==> config.mk <==
export PLATFORM = sky130hd
export DESIGN_NAME = subband_bit_packer_top
export DESIGN_NICKNAME = d
export VERILOG_FILES = /design/src/hw/rtl/sbp_pkg.sv /design/src/hw/rtl/sbp_front.sv /design/src/hw/rtl/sbp_queue.sv /design/src/hw/rtl/sbp_back.sv /design/src/hw/rtl/subband_bit_packer_top.sv
export SDC_FILE = /design/constraint.sdc
export NUM_CORES = 1
export LEC_CHECK = 0
export ABC_AREA = 1
export BUFFER_PORTS_ARGS = -buffer_cell sky130_fd_sc_hd__buf_2
export CORE_AREA = 2 2 127 129
export CTS_BUF_LIST = sky130_fd_sc_hd__clkbuf_16
export CTS_CLUSTER_SIZE = 25
export DETAILED_ROUTE_END_ITERATION = 7
export DIE_AREA = 0 0 129 131
export PLACE_DENSITY = 0.81
export RECOVER_POWER = 50
export SETUP_SLACK_MARGIN = 0.3
export SYNTH_ARGS = -nofsm -noshare
export SYNTH_HDL_FRONTEND = slang
export SYNTH_SLANG_ARGS = --single-unit
==> constraint.sdc <==
create_clock -name aclk -period 3.45 [get_ports aclk]
set_input_delay 0 -clock aclk [delete_from_list [all_inputs] [get_ports aclk]]
set_output_delay 0 -clock aclk [all_outputs]
set_load 0.005 [all_outputs]
==> src/hw/rtl/sbp_pkg.sv <==
// Package for the subband bit packer: queue entry type, register index codes
// and reset values of the band registers.
// No dependencies; imported by the front end, queue, back end and top level.
package sbp_pkg;

    // Fixed field widths of the sample stream
    localparam int SAMPLE_BITS = 16;
    localparam int BAND_BITS   = 2;
    localparam int WIDTH_BITS  = 5;

    // Bands that own width and offset registers
    localparam int NUM_BANDS = 3;

    // Configuration port geometry
    localparam int CFG_INDEX_BITS = 3;
    localparam int CFG_DATA_BITS  = 16;

    // Depth of the queue between front and back end (a power of two)
    localparam int QUEUE_DEPTH = 2;

    // Register index codes
    typedef enum logic [CFG_INDEX_BITS-1:0] {
        REG_BAND0_WIDTH  = 3'd0,
        REG_BAND1_WIDTH  = 3'd1,
        REG_BAND2_WIDTH  = 3'd2,
        REG_BAND0_OFFSET = 3'd3,
        REG_BAND1_OFFSET = 3'd4,
        REG_BAND2_OFFSET = 3'd5
    } sbp_reg_idx_t;

    // Reset values of the band registers
    localparam logic [WIDTH_BITS-1:0]  BAND0_WIDTH_RST  = 5'd5;
    localparam logic [WIDTH_BITS-1:0]  BAND1_WIDTH_RST  = 5'd5;
    localparam logic [WIDTH_BITS-1:0]  BAND2_WIDTH_RST  = 5'd2;
    localparam logic [SAMPLE_BITS-1:0] BAND0_OFFSET_RST = 16'hFFF0;
    localparam logic [SAMPLE_BITS-1:0] BAND1_OFFSET_RST = 16'hFFF0;
    localparam logic [SAMPLE_BITS-1:0] BAND2_OFFSET_RST = 16'hFFFE;

    // One classified item: masked field bits, their count and the block end
    typedef struct packed {
        logic [SAMPLE_BITS-1:0] bits;
        logic [WIDTH_BITS-1:0]  width;
        logic                   eob;
    } sbp_entry_t;

endpackage

==> src/hw/rtl/sbp_front.sv <==
// Front end of the subband bit packer: holds the band registers and turns
// each accepted sample into a masked bit field with its width.
// Depends on sbp_pkg.
module sbp_front #(
    parameter int WORD_BITS = 16
) (
    input  logic                               aclk,
    input  logic                               aresetn,
    input  logic                               cfg_wr_en,
    input  logic [sbp_pkg::CFG_INDEX_BITS-1:0] cfg_index,
    input  logic [sbp_pkg::CFG_DATA_BITS-1:0]  cfg_wdata,
    input  logic                               in_valid,
    input  logic [sbp_pkg::SAMPLE_BITS-1:0]    in_sample,
    input  logic [sbp_pkg::BAND_BITS-1:0]      in_band,
    input  logic                               in_eob,
    input  logic                               q_full,
    output logic                               in_ready,
    output logic                               push,
    output sbp_pkg::sbp_entry_t                push_entry
);
    import sbp_pkg::*;

    // Widest field a sample may contribute
    localparam int LIMIT = (WORD_BITS < SAMPLE_BITS) ? WORD_BITS : SAMPLE_BITS;
    localparam logic [WIDTH_BITS-1:0] LIMIT_W = WIDTH_BITS'(LIMIT);

    logic [WIDTH_BITS-1:0]  width_reg  [NUM_BANDS];
    logic [SAMPLE_BITS-1:0] offset_reg [NUM_BANDS];

    logic [WIDTH_BITS-1:0]  sel_width;
    logic [SAMPLE_BITS-1:0] sel_offset;
    logic                   band_known;
    logic [WIDTH_BITS-1:0]  eff_width;
    logic [SAMPLE_BITS-1:0] diff;
    logic [SAMPLE_BITS-1:0] field_mask;

    // Band registers; writes to unknown indexes are dropped
    always_ff @(posedge aclk) begin
        if (!aresetn) begin
            width_reg[0]  <= BAND0_WIDTH_RST;
            width_reg[1]  <= BAND1_WIDTH_RST;
            width_reg[2]  <= BAND2_WIDTH_RST;
            offset_reg[0] <= BAND0_OFFSET_RST;
            offset_reg[1] <= BAND1_OFFSET_RST;
            offset_reg[2] <= BAND2_OFFSET_RST;
        end else if (cfg_wr_en) begin
            case (cfg_index)
                REG_BAND0_WIDTH:  width_reg[0]  <= cfg_wdata[WIDTH_BITS-1:0];
                REG_BAND1_WIDTH:  width_reg[1]  <= cfg_wdata[WIDTH_BITS-1:0];
                REG_BAND2_WIDTH:  width_reg[2]  <= cfg_wdata[WIDTH_BITS-1:0];
                REG_BAND0_OFFSET: offset_reg[0] <= cfg_wdata[SAMPLE_BITS-1:0];
                REG_BAND1_OFFSET: offset_reg[1] <= cfg_wdata[SAMPLE_BITS-1:0];
                REG_BAND2_OFFSET: offset_reg[2] <= cfg_wdata[SAMPLE_BITS-1:0];
                default: ;
            endcase
        end
    end

    // Select the band's registers; a band without registers adds no bits
    always_comb begin
        sel_width  = '0;
        sel_offset = '0;
        case (in_band)
            2'd0: begin
                sel_width  = width_reg[0];
                sel_offset = offset_reg[0];
            end
            2'd1: begin
                sel_width  = width_reg[1];
                sel_offset = offset_reg[1];
            end
            2'd2: begin
                sel_width  = width_reg[2];
                sel_offset = offset_reg[2];
            end
            default: ;
        endcase
    end

    assign band_known = (32'(in_band) < NUM_BANDS);

    // Saturate the width at the field limit
    assign eff_width = !band_known ? '0 :
                       (sel_width > LIMIT_W) ? LIMIT_W : sel_width;

    // Offset removal and masking to the band width; the low bits of the
    // difference do not depend on its sign extension
    assign diff       = in_sample - sel_offset;
    assign field_mask = ~({SAMPLE_BITS{1'b1}} << eff_width);

    assign in_ready         = !q_full;
    assign push             = in_valid && !q_full;
    assign push_entry.bits  = diff & field_mask;
    assign push_entry.width = eff_width;
    assign push_entry.eob   = in_eob;

endmodule

==> src/hw/rtl/sbp_queue.sv <==
// Short queue between the front and back end of the subband bit packer.
// Depends on sbp_pkg for the entry type and depth.
module sbp_queue (
    input  logic                aclk,
    input  logic                aresetn,
    input  logic                push,
    input  sbp_pkg::sbp_entry_t push_entry,
    input  logic                pop,
    output logic                full,
    output logic                head_valid,
    output sbp_pkg::sbp_entry_t head_entry
);
    import sbp_pkg::*;

    localparam int PTR_BITS = (QUEUE_DEPTH > 1) ? $clog2(QUEUE_DEPTH) : 1;
    localparam int CNT_BITS = $clog2(QUEUE_DEPTH + 1);

    sbp_entry_t          slot_reg [QUEUE_DEPTH];
    logic [PTR_BITS-1:0] wr_ptr_reg;
    logic [PTR_BITS-1:0] rd_ptr_reg;
    logic [CNT_BITS-1:0] count_reg;
    logic [CNT_BITS-1:0] count_next;

    assign full       = (count_reg == CNT_BITS'(QUEUE_DEPTH));
    assign head_valid = (count_reg != '0);
    assign head_entry = slot_reg[rd_ptr_reg];

    always_comb begin
        count_next = count_reg;
        if (push && !pop) begin
            count_next = count_reg + 1'b1;
        end else if (pop && !push) begin
            count_next = count_reg - 1'b1;
        end
    end

    // Pointers wrap naturally as the depth is a power of two
    always_ff @(posedge aclk) begin
        if (!aresetn) begin
            wr_ptr_reg <= '0;
            rd_ptr_reg <= '0;
            count_reg  <= '0;
        end else begin
            count_reg <= count_next;
            if (push) begin
                wr_ptr_reg <= wr_ptr_reg + 1'b1;
            end
            if (pop) begin
                rd_ptr_reg <= rd_ptr_reg + 1'b1;
            end
        end
    end

    // Entry storage needs no reset
    always_ff @(posedge aclk) begin
        if (push) begin
            slot_reg[wr_ptr_reg] <= push_entry;
        end
    end

endmodule

==> src/hw/rtl/sbp_back.sv <==
// Back end of the subband bit packer: appends each queued bit field to the
// pending word and drives the output register with its one-word spill stage.
// Depends on sbp_pkg.
module sbp_back #(
    parameter int WORD_BITS = 16
) (
    input  logic                aclk,
    input  logic                aresetn,
    input  logic                head_valid,
    input  sbp_pkg::sbp_entry_t head_entry,
    output logic                pop,
    output logic                out_valid,
    output logic [WORD_BITS-1:0] out_word,
    output logic                out_last,
    input  logic                out_ready
);
    import sbp_pkg::*;

    localparam int FILL_BITS = $clog2(WORD_BITS);
    localparam int TOT_BITS  = FILL_BITS + 1;
    localparam int ACC_BITS  = 2 * WORD_BITS;

    logic [WORD_BITS-1:0] partial_reg;
    logic [FILL_BITS-1:0] fill_reg;
    logic                 out_valid_reg;
    logic [WORD_BITS-1:0] out_word_reg;
    logic                 out_last_reg;
    logic                 spill_valid_reg;
    logic [WORD_BITS-1:0] spill_word_reg;

    logic [ACC_BITS-1:0]  acc;
    logic [TOT_BITS-1:0]  total;
    logic                 filled;
    logic [TOT_BITS-1:0]  remain;
    logic [WORD_BITS-1:0] partial_next;
    logic                 flush;
    logic                 out_free;
    logic                 head_has_word;

    // Append the field above the pending bits
    assign acc    = ACC_BITS'(partial_reg) | (ACC_BITS'(head_entry.bits) << fill_reg);
    assign total  = TOT_BITS'(fill_reg) + TOT_BITS'(head_entry.width);
    assign filled = (total >= TOT_BITS'(WORD_BITS));
    assign remain = filled ? (total - TOT_BITS'(WORD_BITS)) : total;
    assign partial_next = filled ? acc[ACC_BITS-1:WORD_BITS] : acc[WORD_BITS-1:0];

    // A block end emits the pending word unless a full word just closed it
    assign flush = head_entry.eob && !(filled && (remain == '0));

    assign head_has_word = filled || flush;
    assign out_free      = !out_valid_reg || out_ready;

    // Items without output only move the state; others need the output
    // register free and the spill stage empty
    assign pop = head_valid && (!head_has_word || (out_free && !spill_valid_reg));

    // Packing state
    always_ff @(posedge aclk) begin
        if (!aresetn) begin
            partial_reg <= '0;
            fill_reg    <= '0;
        end else if (pop) begin
            if (head_entry.eob) begin
                partial_reg <= '0;
                fill_reg    <= '0;
            end else begin
                partial_reg <= partial_next;
                fill_reg    <= remain[FILL_BITS-1:0];
            end
        end
    end

    // Output register and spill stage for the second word of an item
    always_ff @(posedge aclk) begin
        if (!aresetn) begin
            out_valid_reg   <= 1'b0;
            spill_valid_reg <= 1'b0;
        end else begin
            if (out_free && spill_valid_reg) begin
                out_valid_reg   <= 1'b1;
                spill_valid_reg <= 1'b0;
            end else if (pop && head_has_word) begin
                out_valid_reg   <= 1'b1;
                spill_valid_reg <= filled && flush;
            end else if (out_free) begin
                out_valid_reg <= 1'b0;
            end
        end
    end

    // Payload of the output register and spill stage
    always_ff @(posedge aclk) begin
        if (out_free && spill_valid_reg) begin
            out_word_reg <= spill_word_reg;
            out_last_reg <= 1'b1;
        end else if (pop && head_has_word) begin
            out_word_reg   <= acc[WORD_BITS-1:0];
            out_last_reg   <= !filled || !flush ? head_entry.eob : 1'b0;
            spill_word_reg <= partial_next;
        end
    end

    assign out_valid = out_valid_reg;
    assign out_word  = out_word_reg;
    assign out_last  = out_last_reg;

endmodule

==> src/hw/rtl/subband_bit_packer_top.sv <==
// Subband bit packer, top level: front end, queue and back end.
// Depends on sbp_pkg, sbp_front, sbp_queue and sbp_back.
//
// Input channel s_*: one quantized sample per item, s_tdata carries the
// sample, s_tuser the band number, s_tlast marks the end of a block.
// Output channel m_*: packed words, earliest bits lowest, m_tlast on the
// last word of each block. Each block ends with exactly one word marked last.
// Band registers are written through cfg_wr_en, cfg_index and cfg_wdata;
// the user must write them only while the block is idle, which the block
// itself does not enforce; they take effect on the next item. Throughput:
// one item per cycle while m_tready is high and no spill word waits. An
// item that both fills a word and ends a block with bits left over yields
// two words and holds the back end until the second word moves on; the
// two-entry queue lets the front keep accepting. A word reaches m_tvalid
// through the queue register and then the output register. Reset clears
// the pending bits, the queue and the output register and restores the
// register defaults. When the receiver stalls the output word holds, the
// queue fills behind it and s_tready stays low until the word is taken.
module subband_bit_packer_top #(
    parameter int WORD_BITS = 16
) (
    input  logic                                aclk,
    input  logic                                aresetn,
    // Configuration write port
    input  logic                                cfg_wr_en,
    input  logic [sbp_pkg::CFG_INDEX_BITS-1:0]  cfg_index,
    input  logic [sbp_pkg::CFG_DATA_BITS-1:0]   cfg_wdata,
    // Input stream
    input  logic                                s_tvalid,
    output logic                                s_tready,
    input  logic [15:0]                         s_tdata,  // [15:0] sample
    input  logic [1:0]                          s_tuser,  // [1:0] band
    input  logic                                s_tlast,  // end_of_block
    // Output stream
    output logic                                m_tvalid,
    input  logic                                m_tready,
    output logic [((WORD_BITS+7)/8)*8-1:0]      m_tdata,  // [WORD_BITS-1:0] packed_word
    output logic                                m_tlast   // last_word
);
    import sbp_pkg::*;

    localparam int TDATA_BITS = ((WORD_BITS + 7) / 8) * 8;

    logic                 push;
    sbp_entry_t           push_entry;
    logic                 q_full;
    logic                 pop;
    logic                 head_valid;
    sbp_entry_t           head_entry;
    logic [WORD_BITS-1:0] out_word;

    // Classify samples into masked bit fields
    sbp_front #(.WORD_BITS(WORD_BITS)) u_front (
        .aclk       (aclk),
        .aresetn    (aresetn),
        .cfg_wr_en  (cfg_wr_en),
        .cfg_index  (cfg_index),
        .cfg_wdata  (cfg_wdata),
        .in_valid   (s_tvalid),
        .in_sample  (s_tdata[SAMPLE_BITS-1:0]),
        .in_band    (s_tuser),
        .in_eob     (s_tlast),
        .q_full     (q_full),
        .in_ready   (s_tready),
        .push       (push),
        .push_entry (push_entry)
    );

    // Decoupling queue
    sbp_queue u_queue (
        .aclk       (aclk),
        .aresetn    (aresetn),
        .push       (push),
        .push_entry (push_entry),
        .pop        (pop),
        .full       (q_full),
        .head_valid (head_valid),
        .head_entry (head_entry)
    );

    // Word assembly and output
    sbp_back #(.WORD_BITS(WORD_BITS)) u_back (
        .aclk       (aclk),
        .aresetn    (aresetn),
        .head_valid (head_valid),
        .head_entry (head_entry),
        .pop        (pop),
        .out_valid  (m_tvalid),
        .out_word   (out_word),
        .out_last   (m_tlast),
        .out_ready  (m_tready)
    );

    assign m_tdata = TDATA_BITS'(out_word);

endmodule

==> run_results.csv, run 1 <==
group,metric,value,unit
finish,final_cell_mix,"sky130_fd_sc_hd__nand2_1 (260), sky130_fd_sc_hd__nand3_1 (151), sky130_fd_sc_hd__edfxtp_1 (139)",
drt,wire_per_inst,15.3,um
drt,route.vias.total,6737,
drt,number_of_drc_markers_in_iteration_0,624,
timing,final.min_clock_period,2.91,ns
timing,max_freq,344,MHz
status,status,"finished with violations",
finish,area_delta_synth_final,15.4,%
yosys,synth_async_sr_flop_share,0,%
worst_setup_path,critPathLaunchType,"register",
global_route,grt_util_met1,27.2,%
global_route,grt_remaining_overflow,0,
global_route,use_met2,41.8,%
cts,htreeDepth,4,
yosys,postSynthAreaPerCell,9.13,um^2
pwr,power,7.94,mW
global_route,globalRouteTotalUtil,23.5,%
global_route,grt_antenna_before_repair,0,
finish,number_of_fill_cells,1278,
finish,layout-drive-gt1-share,10.6,%
place,placed_cells_incl_taps,1176,
hold_path,hold_path_class,"in -> reg",
yosys,syn-instance-count,922,
timing,rsz0062_at_grt,"false",
global_route,grt_first_pass_wirelength,30600,um
worst_setup_path,endpoint_kind,"register",
place,dp_worst_setup_slack,0.261,ns
yosys,synth_edf_count,139,
place,buffer_ports.inserted,61,
cts,numCtsBuffers,17,
cts,cts.root.buffer_cell,"sky130_fd_sc_hd__clkbuf_16",
floorplanning,floorplan.die.height,131,um
yosys,synthesis.yosys.warnings,0,
timing,worst_pin_slew,1.79,ns
drt,drc,0,
global_route,met3_usage,4.89,%
worst_setup_path,crit_required,3.76,ns
finish,final_cell_area,9720,um^2
yosys,synthFlopType,"sky130_fd_sc_hd__edfxtp_1",
timing,finalClockSkew,0.0142,ns
yosys,mappedNetlistNets,989,
floorplanning,floorplan.rows,46,
floorplanning,die_width,129,um
yosys,yosysSeqAreaShare,56.2,%
global_route,largest_net_degree_at_the_start_of_global_routing,25,
global_route,grt_pass1_vias,6412,
floorplanning,die_area,16900,um^2
status,violated_checks,"capacitance limit, slew limit",
worst_setup_path,arrival,3.22,ns
place,routabilityCongestion,0.978,
place,place_area,8940,um^2
pwr,max-vdd-ir-drop,503,uV
place,place.detailed.hpwl,13100,um
floorplanning,boundaryPins,62,
cts,clk-insertion-delay-late,0.43,ns
finish,n_antenna_cell,0,
timing,timing.final.max_slew_violations,47,
finish,final_cell_count_no_fill,1229,
cts,cts_setup_buffers,0,
pwr,power_density,816,nW/um^2
flow_run,maxCapViolations,2,
timing,setup-violations-final,0,
worst_setup_path,setup.worst_path.class,"reg -> reg",
timing,timing.final.hold_violations,0,
worst_setup_path,critical_path.max_fanout,23,
worst_setup_path,reg2reg_setup_slack,0.54,ns
cts,cts_num_sinks,167,
finish,layout.nets,1067,
cts,cts_tree,"yes",
floorplanning,core_region_area,15600,um^2
finish,largest_register_ff_count,48,
timing,layout_worst_path_cycle_share,84.4,%
finish,most_frequent_standard_cell_in_the_layout_excluding_fill_and_tap_cells,"sky130_fd_sc_hd__nand2_1",
global_route,grt.busiest_layer,"met2",
drt,detail-route-antenna-nets,0,
cts,clockBufferDepth,2,
yosys,yosys_register_bits,167,
cts,post_cts_clock_slew_at_the_launch_and_capture_registers_of_the_worst_setup_and_hold_paths,0.07,ns
timing,timing.hold.ws,0.0294,ns
drt,drt-vias-per-instance,5.48,
floorplanning,initial_utilization,54.0,%
pwr,leakage,4.05,nW
drt,drt-pass1-iter-count,5,
yosys,synth_cell_types,37,
yosys,netlist_area,8420,um^2
drt,postRouteWirelength,18800,um
timing,slew-limit-headroom,-19.7,%
finish,finalCoreUtilization,62.3,%
timing,timing.setup.tns,0,ns
timing,postLayoutSetupSlackWorst,0.539,ns
## power breakdown
part           internal, mW  switching (mW)  total [mW]
clock                  1.02           0.855        1.88
combinational         0.927            2.11        3.04
sequential             2.87           0.146        3.02
## synth_stat cells, types with 7 or more instances
library cell | n | share of area, %
sky130_fd_sc_hd__nand3_1 | 151 | 9.0
sky130_fd_sc_hd__o21ai_0 | 24 | 1.4
sky130_fd_sc_hd__nand2_1 | 261 | 12
sky130_fd_sc_hd__inv_1 | 71 | 3.2
sky130_fd_sc_hd__dfxtp_1 | 28 | 6.7
sky130_fd_sc_hd__o21bai_1 | 7 | 0.62
sky130_fd_sc_hd__nor2_1 | 42 | 1.9
sky130_fd_sc_hd__a21oi_1 | 66 | 3.9
sky130_fd_sc_hd__buf_2 | 11 | 0.65
sky130_fd_sc_hd__a22o_1 | 14 | 1.5
sky130_fd_sc_hd__or2_2 | 12 | 0.89
sky130_fd_sc_hd__xor2_1 | 7 | 0.73
sky130_fd_sc_hd__edfxtp_1 | 139 | 50
sky130_fd_sc_hd__clkbuf_1 | 19 | 0.85
sky130_fd_sc_hd__ha_1 | 22 | 3.3
## final cells by class
| class | instances | area (um^2) | share of cell area (%) |
|---|---|---|---|
| Tap cell | 216 | 270 | 2.78 |
| Clock buffer | 17 | 425 | 4.38 |
| Sequential cell | 167 | 4740 | 48.7 |
| Clock inverter | 15 | 164 | 1.69 |
| Multi-Input combinational cell | 646 | 3260 | 33.5 |
| Timing Repair Buffer | 95 | 593 | 6.10 |
| Inverter | 73 | 278 | 2.86 |
## path summary, 6_finish.rpt
check | startpoint | to | cells after the start
worst min-delay path | cfg_index[0] | u_front.width_reg[0][11] | 5
worst max-delay path | register | u_queue.count_reg[1] | 17
worst max register to register | register | u_queue.count_reg[1] | 17
worst min register to register | u_back.partial_reg[0] | u_back.partial_reg[0] | 2
## what timing repair did
action,4_1_cts,5_1_grt
endpoints found under the hold margin,62,0
gates cloned,0,0
hold buffers,21,0
resized for setup,1,6
endpoints found under the setup margin,33,33
## critical path, cell delays in order (launching register included)
cell and delay [ns]:
sky130_fd_sc_hd__dfxtp_2 0.36, sky130_fd_sc_hd__inv_2 0.11, sky130_fd_sc_hd__nand2_1 0.06, sky130_fd_sc_hd__nand2_1 0.06
sky130_fd_sc_hd__ha_1 0.16, sky130_fd_sc_hd__inv_1 0.06, sky130_fd_sc_hd__fa_1 0.43, sky130_fd_sc_hd__o21ai_1 0.18
sky130_fd_sc_hd__xor2_1 0.19, sky130_fd_sc_hd__nand2_1 0.09, sky130_fd_sc_hd__nand2_1 0.09, sky130_fd_sc_hd__nand2_2 0.06
sky130_fd_sc_hd__buf_6 0.18, sky130_fd_sc_hd__ha_1 0.32, sky130_fd_sc_hd__a21oi_1 0.11, sky130_fd_sc_hd__o21ai_0 0.11
sky130_fd_sc_hd__o21ai_0 0.16, sky130_fd_sc_hd__a21oi_1 0.05
## cell families (layout without fill, tap and decap cells)
group,Yosys count,in the layout,share of synthesized area (%)
fa+ha+maj,24,24,3.74
flops,167,167,56.2
compound gates,131,131,9.21
simple gates,480,480,24.5
buf+inv,109,200,5.16
xor+xnor,11,11,1.14
## routing by layer
metal	vias up	part of all wire [%]
met3	49	4.7
met5	-	0
met4	0	3.6
li1	3333	-
met1	3144	41
met2	211	51
(Power assumes the default switching activity.)
==> inputs of run 2 (changes only) <==
PLACE_DENSITY = 0.84   (was 0.81)
clock period = 2.55 ns   (was 3.45 ns; I/O delays follow)
==> run 2 against run 1 <==
Against the previous run:
- the flow finishes with violations (setup timing)
- clock power is 31% higher
- non-clock buffer count grew 44
- combinational power up 100%
- cell area is 12% higher
- setup slack got worse by 0.62 ns
- routed wire length is 33% higher
- via count rose by 15%
- largest power group unchanged
==> run_results.csv, run 2 (synthesis results as in run 1) <==
group,metric,value,unit
status,status,"finished with violations",
status,violated_checks,"setup timing",
drt,detail-route-antenna-nets,0,
finish,number_of_fill_cells,970,
worst_setup_path,critical_path.max_fanout,5,
worst_setup_path,setup.worst_path.class,"reg -> reg",
drt,route.vias.total,7716,
drt,drc,0,
global_route,grt_first_pass_wirelength,35200,um
worst_setup_path,crit_required,2.92,ns
floorplanning,die_area,16900,um^2
finish,finalCoreUtilization,69.7,%
drt,number_of_drc_markers_in_iteration_0,1116,
worst_setup_path,endpoint_kind,"register",
timing,timing.hold.ws,0.0728,ns
floorplanning,boundaryPins,62,
cts,cts.root.buffer_cell,"sky130_fd_sc_hd__clkbuf_16",
place,place.detailed.hpwl,13800,um
flow_run,maxCapViolations,0,
global_route,largest_net_degree_at_the_start_of_global_routing,24,
hold_path,hold_path_class,"in -> reg",
cts,clockBufferDepth,2,
global_route,grt_pass1_vias,7191,
finish,most_frequent_standard_cell_in_the_layout_excluding_fill_and_tap_cells,"sky130_fd_sc_hd__nand2_1",
timing,final.min_clock_period,2.63,ns
finish,multi_input_comb_area,3880,um^2
timing,postLayoutSetupSlackWorst,-0.0772,ns
cts,cts_tree,"yes",
timing,slew-limit-headroom,47.8,%
worst_setup_path,reg2reg_setup_slack,-0.08,ns
place,routabilityCongestion,0.999,
timing,finalClockSkew,0.0197,ns
cts,numCtsBuffers,17,
worst_setup_path,timing.reg2reg.worst_path_depth,16,
hold_path,hold_depth,5,
timing,max_freq,381,MHz
finish,final_cell_count_no_fill,1274,
global_route,grt_remaining_overflow,0,
pwr,max-vdd-ir-drop,666,uV
cts,post_cts_clock_slew_at_the_launch_and_capture_registers_of_the_worst_setup_and_hold_paths,0.07,ns
finish,largest_register_ff_count,48,
finish,area_delta_synth_final,29.1,%
finish,layout-drive-gt1-share,27.1,%
floorplanning,core_region_area,15600,um^2
timing,timing.setup.tns,-0.233,ns
worst_setup_path,crit_path_end,"u_back.partial_reg[0]",
pwr,power_density,1170,nW/um^2
floorplanning,floorplan.rows,46,
finish,layout.nets,1112,
floorplanning,initial_utilization,54.0,%
timing,worst_pin_slew,0.782,ns
floorplanning,die_width,129,um
finish,ff_latch_area,4740,um^2
finish,final_cell_area,10900,um^2
timing,rsz0062_at_grt,"true",
pwr,power,12.7,mW
drt,postRouteWirelength,24900,um
finish,n_antenna_cell,0,
cts,clk-insertion-delay-late,0.44,ns
floorplanning,floorplan.die.height,131,um
place,dp_worst_setup_slack,-0.0435,ns
drt,drt-vias-per-instance,6.06,
finish,final_cell_mix,"sky130_fd_sc_hd__nand2_1 (229), sky130_fd_sc_hd__edfxtp_1 (139), sky130_fd_sc_hd__nand3_1 (131)",
place,place_area,9120,um^2
worst_setup_path,regToRegEndpoint,"u_back.partial_reg[0]",
timing,timing.final.hold_violations,0,
timing,setup-violations-final,7,
global_route,grt_antenna_before_repair,0,
place,buffer_ports.inserted,61,
worst_setup_path,arrival,3.00,ns
drt,drt-pass1-iter-count,6,
timing,layout_worst_path_cycle_share,103,%
cts,cts_num_sinks,167,
worst_setup_path,critPathLaunchType,"register",
global_route,globalRouteTotalUtil,27.2,%
drt,wire_per_inst,19.6,um
pwr,leakage,4.50,nW
timing,timing.final.max_slew_violations,0,
place,placed_cells_incl_taps,1187,
cts,htreeDepth,4,
-- run 2: changes by cell type in the layout (fill, tap and decap cells not counted), moves of 18 or more --
| cell | delta |
|---|---|
| sky130_fd_sc_hd__a21oi_1 | -28 |
| sky130_fd_sc_hd__buf_2 | +18 |
| sky130_fd_sc_hd__nand3_1 | -20 |
| sky130_fd_sc_hd__nand2_2 | +21 |
| sky130_fd_sc_hd__clkbuf_1 | -19 |
| sky130_fd_sc_hd__buf_4 | +28 |
| sky130_fd_sc_hd__nand2_1 | -31 |
| sky130_fd_sc_hd__nand3_2 | +18 |
| sky130_fd_sc_hd__a21oi_2 | +23 |
-- run 2: routing by layer --
metal / track usage [%] / wire length, um / share of wire, %
met1: 31.3 / 8600 / 35
met2: 47.7 / 12500 / 50
met3: 5.17 / 2060 / 8.2
met4: 16.0 / 1770 / 7.1
met5: 0 / 0 / 0
-- run 2: timing repair --
item                                    in CTS  in global routing
hold endpoints to repair                    63                  0
hold buffers                                19                  0
gates cloned                                 2                  2
gates resized for setup                     59                102
setup buffers                               18                 14
endpoints found under the setup margin      86                 95
pin swaps                                   28                 43
-- run 2: layout make-up --
type | count | share of cell area, %
Multi-Input combinational cell | 647 | 35.6
Clock inverter | 15 | 1.32
Timing Repair Buffer | 139 | 10.4
Inverter | 73 | 2.67
Clock buffer | 17 | 3.91
Tap cell | 216 | 2.49
Sequential cell | 167 | 43.5
-- run 2: critical path, stage by stage, from the launching register on --
cell and delay [ns]:
sky130_fd_sc_hd__dfxtp_2 0.36, sky130_fd_sc_hd__inv_4 0.05, sky130_fd_sc_hd__buf_4 0.13, sky130_fd_sc_hd__nand2_1 0.06, sky130_fd_sc_hd__nand2_1 0.11, sky130_fd_sc_hd__ha_4 0.31, sky130_fd_sc_hd__nand2_1 0.07, sky130_fd_sc_hd__o21ai_2 0.15
sky130_fd_sc_hd__xor2_1 0.24, sky130_fd_sc_hd__nand2_1 0.12, sky130_fd_sc_hd__nand2_2 0.12, sky130_fd_sc_hd__nand2_4 0.10, sky130_fd_sc_hd__buf_8 0.15, sky130_fd_sc_hd__nor2_8 0.15, sky130_fd_sc_hd__clkbuf_16 0.18, sky130_fd_sc_hd__nand2_1 0.08
sky130_fd_sc_hd__a21oi_1 0.15
-- run 2: how the worst min path moves through the flow --
stage                                    end    startpoint  slack [ns]
floorplan             u_queue.slot_reg[0][0]       s_tlast         0.1
finish                    u_queue.wr_ptr_reg      s_tvalid        0.07
global placement      u_queue.slot_reg[0][0]       s_tlast        0.20
detailed placement    u_queue.slot_reg[0][0]       s_tlast        0.20
global route          u_queue.slot_reg[1][6]    s_tdata[0]        0.11
CTS                 u_front.width_reg[0][11]  cfg_index[2]        0.04
-- run 2: power by group --
group          total, mW  leakage, nW  internal (mW)  switching, mW
clock               2.46        0.265           1.28           1.18
combinational       6.16         2.65           2.29           3.87
sequential          4.10         1.58           3.88          0.224
total               12.7         4.50           7.45           5.27
